**src/rtl/fcss_pkg.sv**
```systemverilog
`timescale 1ns / 1ps
// Shared types, constants and the control program of the font cell size selector.
package fcss_pkg;

	localparam int MAX_CELLS_DEF = 32;

	// Field widths.
	localparam int KIND_W     = 2;
	localparam int SEL_W      = 8;
	localparam int DIM_W      = 8;
	localparam int TWIPS_W    = 15;
	localparam int OUT_SEL_W  = 11;
	localparam int SCH_W      = 8;
	localparam int PX_W       = 12;
	localparam int CFG_IDX_W  = 2;
	localparam int CFG_DATA_W = 12;

	typedef enum logic [KIND_W-1:0] {
		KIND_CLEAR = 2'd0,
		KIND_LOAD  = 2'd1,
		KIND_QUERY = 2'd2
	} kind_t;

	typedef enum logic [CFG_IDX_W-1:0] {
		REG_SYS_CELL_HEIGHT = 2'd0,
		REG_PIXEL_WIDTH     = 2'd1,
		REG_PIXEL_HEIGHT    = 2'd2
	} cfg_reg_t;

	localparam logic [SCH_W-1:0] SCH_RESET = 8'd0;
	localparam logic [PX_W-1:0]  PXW_RESET = 12'd372;
	localparam logic [PX_W-1:0]  PXH_RESET = 12'd372;

	// Arithmetic constants.
	localparam int ASPECT_MIN_10   = 16;
	localparam int ASPECT_MAX_10   = 30;
	localparam int REFERENCE_TWIPS = 240;
	localparam int TWIPS_TO_UM_NUM = 635;
	localparam int TWIPS_TO_UM_DEN = 36;
	localparam int TWIPS_PER_POINT = 20;

	// Divider: dividend up to 635 * 32767, divisor up to 36 * 4095.
	localparam int DIV_NW = 25;
	localparam int DIV_DW = 18;
	localparam int DIV_CW = $clog2(DIV_NW);

	// Target height is clamped to 1..256; every stored height is below the top.
	localparam int TGT_W   = 9;
	localparam int TGT_MAX = 256;
	localparam int DELTA_W = 8;
	localparam int PROD_W  = DIM_W + PX_W;
	localparam int ASP_W   = PROD_W + 5;

	typedef struct packed {
		logic start;
		logic step;
	} div_ctl_t;

	localparam int STEP_W = 3;

	typedef enum logic [STEP_W-1:0] {
		ST_IDLE  = 3'd0,
		ST_PREP  = 3'd1,
		ST_DIV   = 3'd2,
		ST_TGT   = 3'd3,
		ST_SCAN  = 3'd4,
		ST_DRAIN = 3'd5,
		ST_PASS  = 3'd6,
		ST_OUT   = 3'd7
	} step_t;

	typedef enum logic [2:0] {
		C_NEVER      = 3'd0,
		C_NO_QUERY   = 3'd1,
		C_DIV_MORE   = 3'd2,
		C_EMPTY      = 3'd3,
		C_SCAN_MORE  = 3'd4,
		C_PIPE_BUSY  = 3'd5,
		C_PASS_AGAIN = 3'd6,
		C_OUT_BUSY   = 3'd7
	} cond_t;

	typedef struct packed {
		logic  accept;
		logic  prep;
		logic  div_step;
		logic  tgt;
		logic  scan;
		logic  pass_next;
		logic  out_ld;
		cond_t cond;
		step_t target;
	} ucode_t;

	// One control word per step. When the condition holds the sequencer jumps to
	// the target, otherwise it moves to the next step; the last step wraps to idle.
	function automatic ucode_t ucode_rom(step_t step);
		ucode_t uc;
		uc        = '0;
		uc.cond   = C_NEVER;
		uc.target = ST_IDLE;
		case (step)
			ST_IDLE: begin
				uc.accept = 1'b1;
				uc.cond   = C_NO_QUERY;
				uc.target = ST_IDLE;
			end
			ST_PREP: begin
				uc.prep = 1'b1;
			end
			ST_DIV: begin
				uc.div_step = 1'b1;
				uc.cond     = C_DIV_MORE;
				uc.target   = ST_DIV;
			end
			ST_TGT: begin
				uc.tgt    = 1'b1;
				uc.cond   = C_EMPTY;
				uc.target = ST_OUT;
			end
			ST_SCAN: begin
				uc.scan   = 1'b1;
				uc.cond   = C_SCAN_MORE;
				uc.target = ST_SCAN;
			end
			ST_DRAIN: begin
				uc.cond   = C_PIPE_BUSY;
				uc.target = ST_DRAIN;
			end
			ST_PASS: begin
				uc.pass_next = 1'b1;
				uc.cond      = C_PASS_AGAIN;
				uc.target    = ST_SCAN;
			end
			ST_OUT: begin
				uc.out_ld = 1'b1;
				uc.cond   = C_OUT_BUSY;
				uc.target = ST_OUT;
			end
			default: begin
				uc = '0;
			end
		endcase
		return uc;
	endfunction

endpackage

```
**src/rtl/fcss_req_if.sv**
```systemverilog
`timescale 1ns / 1ps
// Input item channel of the font cell size selector.
interface fcss_req_if import fcss_pkg::*; ();
	logic               valid;
	logic               ready;
	logic [KIND_W-1:0]  kind;
	logic [SEL_W-1:0]   entry_select;
	logic [DIM_W-1:0]   entry_width;
	logic [DIM_W-1:0]   entry_height;
	logic [TWIPS_W-1:0] requested_twips;

	modport source (
		output valid, kind, entry_select, entry_width, entry_height, requested_twips,
		input  ready
	);
	modport sink (
		input  valid, kind, entry_select, entry_width, entry_height, requested_twips,
		output ready
	);
endinterface

```
**src/rtl/fcss_rsp_if.sv**
```systemverilog
`timescale 1ns / 1ps
// Result item channel of the font cell size selector.
interface fcss_rsp_if import fcss_pkg::*; ();
	logic                 valid;
	logic                 ready;
	logic [OUT_SEL_W-1:0] chosen_select;
	logic                 aspect_matched;
	logic                 used_fallback;

	modport source (
		output valid, chosen_select, aspect_matched, used_fallback,
		input  ready
	);
	modport sink (
		input  valid, chosen_select, aspect_matched, used_fallback,
		output ready
	);
endinterface

```
**src/rtl/fcss_ram.sv**
```systemverilog
`timescale 1ns / 1ps
// Generic single-write, single-read RAM with registered read data.
module fcss_ram #(
	parameter int WIDTH = 8,
	parameter int DEPTH = 32,
	localparam int AW = (DEPTH > 1) ? $clog2(DEPTH) : 1
) (
	input  logic             clk,
	input  logic             we,
	input  logic [AW-1:0]    waddr,
	input  logic [WIDTH-1:0] wdata,
	input  logic [AW-1:0]    raddr,
	output logic [WIDTH-1:0] rdata
);
	logic [WIDTH-1:0] mem [DEPTH];

	always_ff @(posedge clk) begin
		if (we) begin
			mem[waddr] <= wdata;
		end
		rdata <= mem[raddr];
	end
endmodule

```
**src/rtl/fcss_div.sv**
```systemverilog
`timescale 1ns / 1ps
// Restoring divider that produces one quotient bit per cycle while ctl.step is high.
module fcss_div import fcss_pkg::*; (
	input  logic              clk,
	input  logic              arst_n,
	input  div_ctl_t          ctl,
	input  logic [DIV_NW-1:0] num,
	input  logic [DIV_DW-1:0] den,
	output logic [DIV_NW-1:0] quot,
	output logic              more
);
	logic [DIV_CW-1:0] cnt_q;
	logic [DIV_NW-1:0] acc_q;
	logic [DIV_DW-1:0] rem_q;
	logic [DIV_DW-1:0] den_q;
	logic [DIV_DW:0]   shifted;
	logic [DIV_DW+1:0] diff;
	logic              borrow;

	assign shifted = {rem_q, acc_q[DIV_NW-1]};
	assign diff    = {1'b0, shifted} - {2'b00, den_q};
	assign borrow  = diff[DIV_DW+1];
	assign quot    = acc_q;
	assign more    = cnt_q != DIV_CW'(DIV_NW - 1);

	always_ff @(posedge clk or negedge arst_n) begin
		if (!arst_n) begin
			cnt_q <= '0;
		end else if (ctl.start) begin
			cnt_q <= '0;
		end else if (ctl.step) begin
			cnt_q <= cnt_q + DIV_CW'(1);
		end
	end

	// The dividend shifts out at the top while quotient bits enter at the bottom.
	always_ff @(posedge clk) begin
		if (ctl.start) begin
			acc_q <= num;
			rem_q <= '0;
			den_q <= den;
		end else if (ctl.step) begin
			acc_q <= {acc_q[DIV_NW-2:0], ~borrow};
			rem_q <= borrow ? shifted[DIV_DW-1:0] : diff[DIV_DW-1:0];
		end
	end
endmodule

```
**src/rtl/font_cell_size_selector_unit.sv**
```systemverilog
`timescale 1ns / 1ps
// Top level of the font cell size selector: cell table, query sequencer and datapath.
// Clear and load items are handled in the idle step. A query runs the 25-step divider,
// then goes straight to the output when the table is empty, or else scans the stored
// cells, one cell per cycle, in one or two passes before the result is loaded.
// A new query can be taken in the cycle in which the previous result appears at the output.
// Reset empties the table, loads the register defaults and leaves the output empty.
module font_cell_size_selector_unit import fcss_pkg::*; #(
	parameter int MAX_CELLS = MAX_CELLS_DEF
) (
	input  logic                  clk,
	input  logic                  arst_n,
	fcss_req_if.sink              req,
	fcss_rsp_if.source            rsp,
	input  logic                  cfg_we,
	input  logic [CFG_IDX_W-1:0]  cfg_index,
	input  logic [CFG_DATA_W-1:0] cfg_data
);
	localparam int AW = (MAX_CELLS > 1) ? $clog2(MAX_CELLS) : 1;
	localparam int CW = $clog2(MAX_CELLS + 1);
	localparam int RAM_W = SEL_W + 2 * DIM_W;

	// Configuration registers.
	logic [SCH_W-1:0] sch_q;
	logic [PX_W-1:0]  pxw_q;
	logic [PX_W-1:0]  pxh_q;

	always_ff @(posedge clk or negedge arst_n) begin
		if (!arst_n) begin
			sch_q <= SCH_RESET;
			pxw_q <= PXW_RESET;
			pxh_q <= PXH_RESET;
		end else if (cfg_we) begin
			case (cfg_index)
				REG_SYS_CELL_HEIGHT: sch_q <= cfg_data[SCH_W-1:0];
				REG_PIXEL_WIDTH:     pxw_q <= cfg_data;
				REG_PIXEL_HEIGHT:    pxh_q <= cfg_data;
				default: ;
			endcase
		end
	end

	// Sequencer.
	step_t  pc_q, pc_d;
	ucode_t uc;
	logic   jump;
	logic   accepted;
	logic   query_in;
	logic   out_busy;
	logic   scan_more;
	logic   pipe_busy;
	logic   empty;
	logic   div_more;

	logic [CW-1:0] entry_count_q;
	logic [AW-1:0] idx_q;
	logic          pass_q;
	logic          found_q;
	logic          v_s1, v_s2;
	logic          out_valid_q;

	assign accepted  = req.valid && req.ready;
	assign query_in  = accepted && (req.kind == KIND_QUERY);
	assign out_busy  = out_valid_q && !rsp.ready;
	assign scan_more = (CW'(idx_q) + CW'(1)) < entry_count_q;
	assign pipe_busy = v_s1 || v_s2;
	assign empty     = entry_count_q == '0;

	always_ff @(posedge clk or negedge arst_n) begin
		if (!arst_n) begin
			pc_q <= ST_IDLE;
		end else begin
			pc_q <= pc_d;
		end
	end

	always_comb begin
		uc = ucode_rom(pc_q);
		case (uc.cond)
			C_NEVER:      jump = 1'b0;
			C_NO_QUERY:   jump = !query_in;
			C_DIV_MORE:   jump = div_more;
			C_EMPTY:      jump = empty;
			C_SCAN_MORE:  jump = scan_more;
			C_PIPE_BUSY:  jump = pipe_busy;
			C_PASS_AGAIN: jump = !found_q && !pass_q;
			C_OUT_BUSY:   jump = out_busy;
			default:      jump = 1'b0;
		endcase
		pc_d = jump ? uc.target : step_t'(pc_q + STEP_W'(1));
	end

	assign req.ready = uc.accept;

	// Cell table.
	logic [DIM_W-1:0] last_w_q, last_h_q;
	logic             last_valid_q;
	logic             load_ok, do_load, do_clear;
	logic [RAM_W-1:0] rd_data;

	assign load_ok = (entry_count_q < CW'(MAX_CELLS))
		&& !(last_valid_q && req.entry_width == last_w_q && req.entry_height == last_h_q)
		&& (req.entry_width != '0) && (req.entry_height != '0);
	assign do_load  = accepted && (req.kind == KIND_LOAD) && load_ok;
	assign do_clear = accepted && (req.kind == KIND_CLEAR);

	fcss_ram #(
		.WIDTH(RAM_W),
		.DEPTH(MAX_CELLS)
	) u_cells (
		.clk  (clk),
		.we   (do_load),
		.waddr(entry_count_q[AW-1:0]),
		.wdata({req.entry_select, req.entry_width, req.entry_height}),
		.raddr(idx_q),
		.rdata(rd_data)
	);

	// Divider operands: the two truncating divisions of the pixel path fold into one.
	logic [TWIPS_W-1:0] twips_q;
	logic [DIV_NW-1:0]  div_num;
	logic [DIV_DW-1:0]  div_den;
	logic [DIV_NW-1:0]  quot;
	logic [PX_W-1:0]    pxh_eff;
	div_ctl_t           div_ctl;

	assign pxh_eff = (pxh_q == '0) ? PX_W'(1) : pxh_q;

	always_comb begin
		if (empty) begin
			div_num = DIV_NW'(twips_q);
			div_den = DIV_DW'(TWIPS_PER_POINT);
		end else if (sch_q != '0) begin
			div_num = DIV_NW'(sch_q) * DIV_NW'(twips_q);
			div_den = DIV_DW'(REFERENCE_TWIPS);
		end else begin
			div_num = DIV_NW'(twips_q) * DIV_NW'(TWIPS_TO_UM_NUM);
			div_den = DIV_DW'(pxh_eff) * DIV_DW'(TWIPS_TO_UM_DEN);
		end
	end

	assign div_ctl.start = uc.prep;
	assign div_ctl.step  = uc.div_step;

	fcss_div u_div (
		.clk   (clk),
		.arst_n(arst_n),
		.ctl   (div_ctl),
		.num   (div_num),
		.den   (div_den),
		.quot  (quot),
		.more  (div_more)
	);

	// Scan datapath: RAM read, products and distance, then aspect test and best update.
	logic [TGT_W-1:0]   tgt_q;
	logic [SEL_W-1:0]   rd_sel;
	logic [DIM_W-1:0]   rd_w, rd_h;
	logic [TGT_W-1:0]   h_ext;
	logic [TGT_W-1:0]   h_delta;
	logic [PROD_W-1:0]  pw_s2, ph_s2;
	logic [DELTA_W-1:0] d_s2;
	logic [SEL_W-1:0]   sel_s2;
	logic [ASP_W-1:0]   ph10, pw_lo, pw_hi;
	logic               aspect_ok, consider, better;
	logic [DELTA_W-1:0] best_d_q;
	logic [SEL_W-1:0]   best_sel_q;
	logic               best_match_q;

	assign {rd_sel, rd_w, rd_h} = rd_data;
	assign h_ext   = TGT_W'(rd_h);
	assign h_delta = (h_ext >= tgt_q) ? (h_ext - tgt_q) : (tgt_q - h_ext);

	always_ff @(posedge clk) begin
		pw_s2  <= PROD_W'(rd_w) * PROD_W'(pxw_q);
		ph_s2  <= PROD_W'(rd_h) * PROD_W'(pxh_q);
		d_s2   <= h_delta[DELTA_W-1:0];
		sel_s2 <= rd_sel;
	end

	assign ph10      = ASP_W'(ph_s2) * ASP_W'(10);
	assign pw_lo     = ASP_W'(pw_s2) * ASP_W'(ASPECT_MIN_10);
	assign pw_hi     = ASP_W'(pw_s2) * ASP_W'(ASPECT_MAX_10);
	assign aspect_ok = (ph10 >= pw_lo) && (ph10 <= pw_hi);
	assign consider  = v_s2 && (pass_q || aspect_ok);
	// Strictly nearer only, so the earlier cell keeps a tie.
	assign better    = !found_q || (d_s2 < best_d_q);

	always_ff @(posedge clk or negedge arst_n) begin
		if (!arst_n) begin
			entry_count_q <= '0;
			last_valid_q  <= 1'b0;
			idx_q         <= '0;
			pass_q        <= 1'b0;
			found_q       <= 1'b0;
			v_s1          <= 1'b0;
			v_s2          <= 1'b0;
		end else begin
			v_s1 <= uc.scan;
			v_s2 <= v_s1;
			if (do_clear) begin
				entry_count_q <= '0;
				last_valid_q  <= 1'b0;
			end else if (do_load) begin
				entry_count_q <= entry_count_q + CW'(1);
				last_valid_q  <= 1'b1;
			end
			if (uc.tgt) begin
				idx_q   <= '0;
				pass_q  <= 1'b0;
				found_q <= 1'b0;
			end else if (uc.scan) begin
				idx_q <= idx_q + AW'(1);
			end else if (uc.pass_next) begin
				idx_q  <= '0;
				pass_q <= 1'b1;
			end
			if (consider && better) begin
				found_q <= 1'b1;
			end
		end
	end

	always_ff @(posedge clk) begin
		if (do_load) begin
			last_w_q <= req.entry_width;
			last_h_q <= req.entry_height;
		end
		if (query_in) begin
			twips_q <= req.requested_twips;
		end
		if (uc.tgt) begin
			if (quot == '0) begin
				tgt_q <= TGT_W'(1);
			end else if (quot > DIV_NW'(TGT_MAX)) begin
				tgt_q <= TGT_W'(TGT_MAX);
			end else begin
				tgt_q <= quot[TGT_W-1:0];
			end
		end
		if (consider && better) begin
			best_d_q     <= d_s2;
			best_sel_q   <= sel_s2;
			best_match_q <= !pass_q;
		end
	end

	// Output register.
	logic                 out_ld;
	logic [OUT_SEL_W-1:0] chosen_q;
	logic                 matched_q;
	logic                 fallback_q;

	assign out_ld = uc.out_ld && !out_busy;

	always_ff @(posedge clk or negedge arst_n) begin
		if (!arst_n) begin
			out_valid_q <= 1'b0;
		end else if (out_ld) begin
			out_valid_q <= 1'b1;
		end else if (rsp.ready) begin
			out_valid_q <= 1'b0;
		end
	end

	// With an empty table the quotient is twips/20, which fits the output width.
	always_ff @(posedge clk) begin
		if (out_ld) begin
			if (empty) begin
				chosen_q  <= (quot == '0) ? OUT_SEL_W'(1) : quot[OUT_SEL_W-1:0];
				matched_q <= 1'b0;
			end else begin
				chosen_q  <= (best_sel_q == '0) ? OUT_SEL_W'(1) : OUT_SEL_W'(best_sel_q);
				matched_q <= best_match_q;
			end
			fallback_q <= empty;
		end
	end

	assign rsp.valid          = out_valid_q;
	assign rsp.chosen_select  = chosen_q;
	assign rsp.aspect_matched = matched_q;
	assign rsp.used_fallback  = fallback_q;

	assert property (@(posedge clk) disable iff (!arst_n)
		entry_count_q <= CW'(MAX_CELLS))
		else $error("cell table count exceeds capacity");

	assert property (@(posedge clk) disable iff (!arst_n)
		(pc_q == ST_PASS && pass_q) |-> found_q)
		else $error("second scan pass ended without a chosen cell");

	assert property (@(posedge clk) disable iff (!arst_n)
		v_s2 |-> (pc_q == ST_SCAN || pc_q == ST_DRAIN))
		else $error("scan pipeline active outside a table scan");

	assert property (@(posedge clk) disable iff (!arst_n)
		pc_q == ST_SCAN |-> !empty)
		else $error("table scan started on an empty table");

	assert property (@(posedge clk) disable iff (!arst_n)
		rsp.valid |-> !(rsp.used_fallback && rsp.aspect_matched))
		else $error("fallback result marked as aspect matched");
endmodule
```
**src/flat_wrapper.sv**
```systemverilog
// flat-port wrapper written by rule: the top's interface ports become plain ports
module font_cell_size_selector_unit_flat import fcss_pkg::*;
#(
	parameter int MAX_CELLS = MAX_CELLS_DEF
)
  (clk, arst_n, cfg_we, cfg_index, cfg_data, req_valid, req_kind, req_entry_select, req_entry_width, req_entry_height, req_requested_twips, req_ready, rsp_valid, rsp_chosen_select, rsp_aspect_matched, rsp_used_fallback, rsp_ready);
  fcss_req_if req_i ();
  fcss_rsp_if rsp_i ();
  input  logic clk;
  input  logic arst_n;
  input  logic cfg_we;
  input  logic [CFG_IDX_W-1:0] cfg_index;
  input  logic [CFG_DATA_W-1:0] cfg_data;
  input wire logic [$bits(req_i.valid)-1:0] req_valid;
  input wire logic [$bits(req_i.kind)-1:0] req_kind;
  input wire logic [$bits(req_i.entry_select)-1:0] req_entry_select;
  input wire logic [$bits(req_i.entry_width)-1:0] req_entry_width;
  input wire logic [$bits(req_i.entry_height)-1:0] req_entry_height;
  input wire logic [$bits(req_i.requested_twips)-1:0] req_requested_twips;
  output wire logic [$bits(req_i.ready)-1:0] req_ready;
  output wire logic [$bits(rsp_i.valid)-1:0] rsp_valid;
  output wire logic [$bits(rsp_i.chosen_select)-1:0] rsp_chosen_select;
  output wire logic [$bits(rsp_i.aspect_matched)-1:0] rsp_aspect_matched;
  output wire logic [$bits(rsp_i.used_fallback)-1:0] rsp_used_fallback;
  input wire logic [$bits(rsp_i.ready)-1:0] rsp_ready;
  assign req_i.valid = req_valid;
  assign req_i.kind = req_kind;
  assign req_i.entry_select = req_entry_select;
  assign req_i.entry_width = req_entry_width;
  assign req_i.entry_height = req_entry_height;
  assign req_i.requested_twips = req_requested_twips;
  assign req_ready = req_i.ready;
  assign rsp_valid = rsp_i.valid;
  assign rsp_chosen_select = rsp_i.chosen_select;
  assign rsp_aspect_matched = rsp_i.aspect_matched;
  assign rsp_used_fallback = rsp_i.used_fallback;
  assign rsp_i.ready = rsp_ready;
  font_cell_size_selector_unit #(.MAX_CELLS(MAX_CELLS)) u_core (.clk(clk), .arst_n(arst_n), .req(req_i), .rsp(rsp_i), .cfg_we(cfg_we), .cfg_index(cfg_index), .cfg_data(cfg_data));
endmodule
```
**config.mk**
```make
export PLATFORM = sky130hd
export DESIGN_NAME = font_cell_size_selector_unit_flat
export DESIGN_NICKNAME = d
export VERILOG_FILES = /design/src/rtl/fcss_pkg.sv /design/src/rtl/fcss_req_if.sv /design/src/rtl/fcss_rsp_if.sv /design/src/rtl/fcss_ram.sv /design/src/rtl/fcss_div.sv /design/src/rtl/font_cell_size_selector_unit.sv /design/src/flat_wrapper.sv
export SDC_FILE = /design/constraint.sdc
export NUM_CORES = 2
export LEC_CHECK = 0
export BUFFER_PORTS_ARGS = -buffer_cell sky130_fd_sc_hd__buf_2
export CAP_MARGIN = 20
export CORE_ASPECT_RATIO = 0.7
export CORE_MARGIN = 5
export CORE_UTILIZATION = 29
export DETAILED_ROUTE_END_ITERATION = 7
export GPL_TIMING_DRIVEN = 0
export PLACE_DENSITY = 0.46
export SYNTH_ARGS = -nofsm -noshare
export SYNTH_HDL_FRONTEND = slang
export SYNTH_SLANG_ARGS = --single-unit
```
**constraint.sdc**
```tcl
create_clock -name clk -period 8 [get_ports clk]
set_clock_uncertainty 0.15 [all_clocks]
set_input_delay 0.8 -clock clk [delete_from_list [all_inputs] [get_ports clk]]
set_output_delay 0.8 -clock clk [all_outputs]
set_load 0.1 [all_outputs]
```
==> impl_metrics.tcl <==
set metrics [dict create \
    status "completed" \
    core.rowCount 137 \
    period_minus_slack_ps 6860 \
    ys_async_sr_fraction_pct 5.51 \
    wl_per_cell_um 22.5 \
    chipWidth_um 544 \
    cts-resized-gates 0 \
    synth.most_common_cell "edfxtp_1" \
    hold_class "input port to register" \
    worstHoldEndpoint "u_core.twips_q[13]$_DFFE_PP_" \
    ys_seq_area_share_pct 51.5 \
    clk_path_buf_depth 3 \
    routed_wl_mm 166 \
    reg2reg_to "u_core.best_sel_q[1]$_DFFE_PP_" \
    h-tree-depth 3 \
    wl_met3_mm 11.3 \
    crit_path_max_incr_delay_ps 680 \
    grt_setup_unrepaired "false" \
    antenna_found_initial 14 \
    hpwl_mm 120 \
    grt_max_degree 52 \
    synth_area_mm2 0.0578 \
    portBuffers 74 \
    regToRegSetupSlack_ps 1140 \
    hp-start "req_requested_twips[13]" \
    area_growth_pct 14.1 \
    top_layer_used "met5" \
    route.detailed.drc 0 \
    drv_slew 0 \
    synth_edf_count 879 \
    dieArea_mm2 0.209 \
    viasPerCell 4.80 \
    cts_tree "built" \
    endpoint_kind "register" \
    dp.cells 7163 \
    gp_congestion 0.843 \
    final_cells 7378 \
    crit_start "u_core.pw_s2[0]$_DFF_P_" \
    max_freq_ghz 0.146 \
    clock-root-buffer "clkbuf_16" \
    syn_nets 5164 \
    r2r_start "u_core.pw_s2[0]$_DFF_P_" \
    synth_cell_types 90 \
    worstMarginPinSlew_ps 1190 \
    critPathBufInv 1 \
    post_synth.cell_area_avg_um2 13.1 \
    synth_area_leaders "edfxtp_1 (46%), fa_1 (10%), ha_1 (8.2%)" \
    grt_use_total_pct 15.7 \
    drive_above_1_share_pct 11.7 \
    maxSlewHeadroom_pct 19.9 \
    yosys_warnings 0 \
    min_period_over_period_pct 85.7 \
    cpLargestDelayFamily "compound AO/OA/AOI/OAI gates" \
    ys_ff_latch 1034 \
    start_kind "register" \
    io_pins 75 \
    slowest_stage "a2111oi_0" \
    cts_made_buffers 108 \
    grt_first_pass_wirelength_mm 241 \
    clock_sinks 1034 \
    synthCells 4426 \
    overflow 0 \
    cp_cell_sequence "fa_1, fa_1, fa_1, a211oi_1, o21ai_0, a21boi_0, o211ai_1, a31oi_1, a21oi_1, a21o_1, a21oi_1, xor2_1, ha_1, nor2b_1, a2111oi_0, o2111ai_1, nand4_1, a21oi_1, a211oi_4, buf_8" \
    arrival_ps 7120 \
    postRouteAntennaNets 0 \
    fp.dieH_um 384 \
    first_pass_iters 5 \
    wl_met1_mm 86.3 \
    yosysTopAreaCellShare_pct 45.6 \
    clk_latency_ps 800 \
    core_mm2 0.199 \
    synthTopCellsByCount "edfxtp_1 (879), inv_1 (419), nand2_1 (396)" \
    num-nets-final 5380 \
    min_path_cells 1 \
    synth_top_area_cell "edfxtp_1" \
    worst-setup-path-type "register to register" \
    whs_ps 67.6 \
    clk_pin_slew_ps 60 \
    crit_fanout 13 \
    reg2reg_depth 20 \
    first_global_vias 34539 \
    final-hold-violation-count 0 \
    cap_violations 0 \
    synthFlopType "edfxtp_1" \
    dr_wl_met2_mm 64.7 \
    setup_viol 0 \
    floorplan.initialDensity_pct 29.1 \
    tns_ps 0 \
    num_vias 35414 \
    required_ps 8260 \
    drt_iter0_markers 2858 \
]
[area by class of cell]
| cell class | instances | area, um^2 |
|---|---|---|
| Fill cell | 19642 | 133000 |
| Sequential cell | 1034 | 29800 |
| Multi-Input combinational cell | 2791 | 26000 |
| Tap cell | 2641 | 3300 |
| Clock buffer | 131 | 2840 |
| Inverter | 421 | 1580 |
| Timing Repair Buffer | 106 | 892 |
| Clock inverter | 69 | 848 |
| Buffer | 180 | 737 |
| Antenna cell | 5 | 12.5 |
[metrics by stage]
| step | instance area [um^2] | util [%] | setup slack (ps) |
|---|---|---|---|
| final | 66000 | 33.2 | 1140 |
| after global routing | 66000 | 33.2 | 633 |
| after detailed placement | 62200 | 31.3 | 1090 |
| after CTS | 65900 | 33.1 | 1060 |
| after floorplan | 57800 | - | 1460 |
| after global placement | 61500 | 30.9 | -1030 |
[metal layers]
metal | global-route usage, % | vias to the layer above
met5 | 0 | -
met4 | 3.48 | 6
met3 | 3.28 | 185
met2 | 20.9 | 974
met1 | 25.5 | 17881
li1 | - | 16368
[repair_timing]
| action | CTS | global route |
|---|---|---|
| hold endpoints to repair | 29 | 0 |
| setup buffers | 0 | 0 |
| hold buffers | 1 | 0 |
[layout by cell type (no fill, tap or decap), types with 29 or more instances in the layout]
master	count
mux2_2	84
and2_1	160
ha_1	379
fa_1	299
xor2_1	42
o21ai_0	161
nand3_1	45
edfxtp_1	879
clkbuf_16	110
mux4_2	97
mux2i_1	168
nor2_1	118
dfxtp_1	98
inv_1	419
o221ai_1	75
a21o_1	50
buf_2	102
nor2_4	30
o22ai_1	29
nand2_1	396
nor3_1	38
clkbuf_1	145
a21oi_1	189
dfrtp_1	47
xnor2_1	103
[worst max path at each step]
| stage | slack (ps) | endpoint | cells after the start |
|---|---|---|---|
| 3_5_place_dp | 1090 | u_core.best_sel_q[0]$_DFFE_PP_ | 22 |
| 5_1_grt | 630 | u_core.best_sel_q[5]$_DFFE_PP_ | 20 |
| 6_report | 1140 | u_core.best_sel_q[1]$_DFFE_PP_ | 20 |
| 2_1_floorplan | 1460 | u_core.best_d_q[0]$_DFFE_PP_ | 19 |
| 3_3_place_gp | -1030 | u_core.best_sel_q[0]$_DFFE_PP_ | 19 |
| 4_1_cts | 1060 | u_core.best_sel_q[1]$_DFFE_PP_ | 22 |
[flip-flops by register name (all words and copies together), names as in the netlist, 12 cells and up]
signal                cells
u_core.u_cells.mem      768
u_core.u_div.quot        25
u_core.u_cells.rdata     24
u_core.ph_s2             20
u_core.pw_s2             20
u_core.u_div.rem_q       18
u_core.u_div.den_q       16
u_core.twips_q           15
u_core.pxh_q             12
u_core.pxw_q             12
[cell families (layout without fill, tap and decap cells)]
logic type,count (synthesis),in the layout,share of synthesized area (%)
DFF,1034,1034,51.5
and+or+nand+nor,930,930,7.61
AOI/OAI and AO/OA,689,689,7.80
adders and majority gates,678,678,18.5
buffers and inverters,601,907,4.01
muxes,349,349,8.32
xor gates and xnor gates,145,145,2.20
other,0,5,0
Power is left out: the tool's default activity adds up to more than one toggle a clock period on the data nets, which glitch-free logic cannot reach.
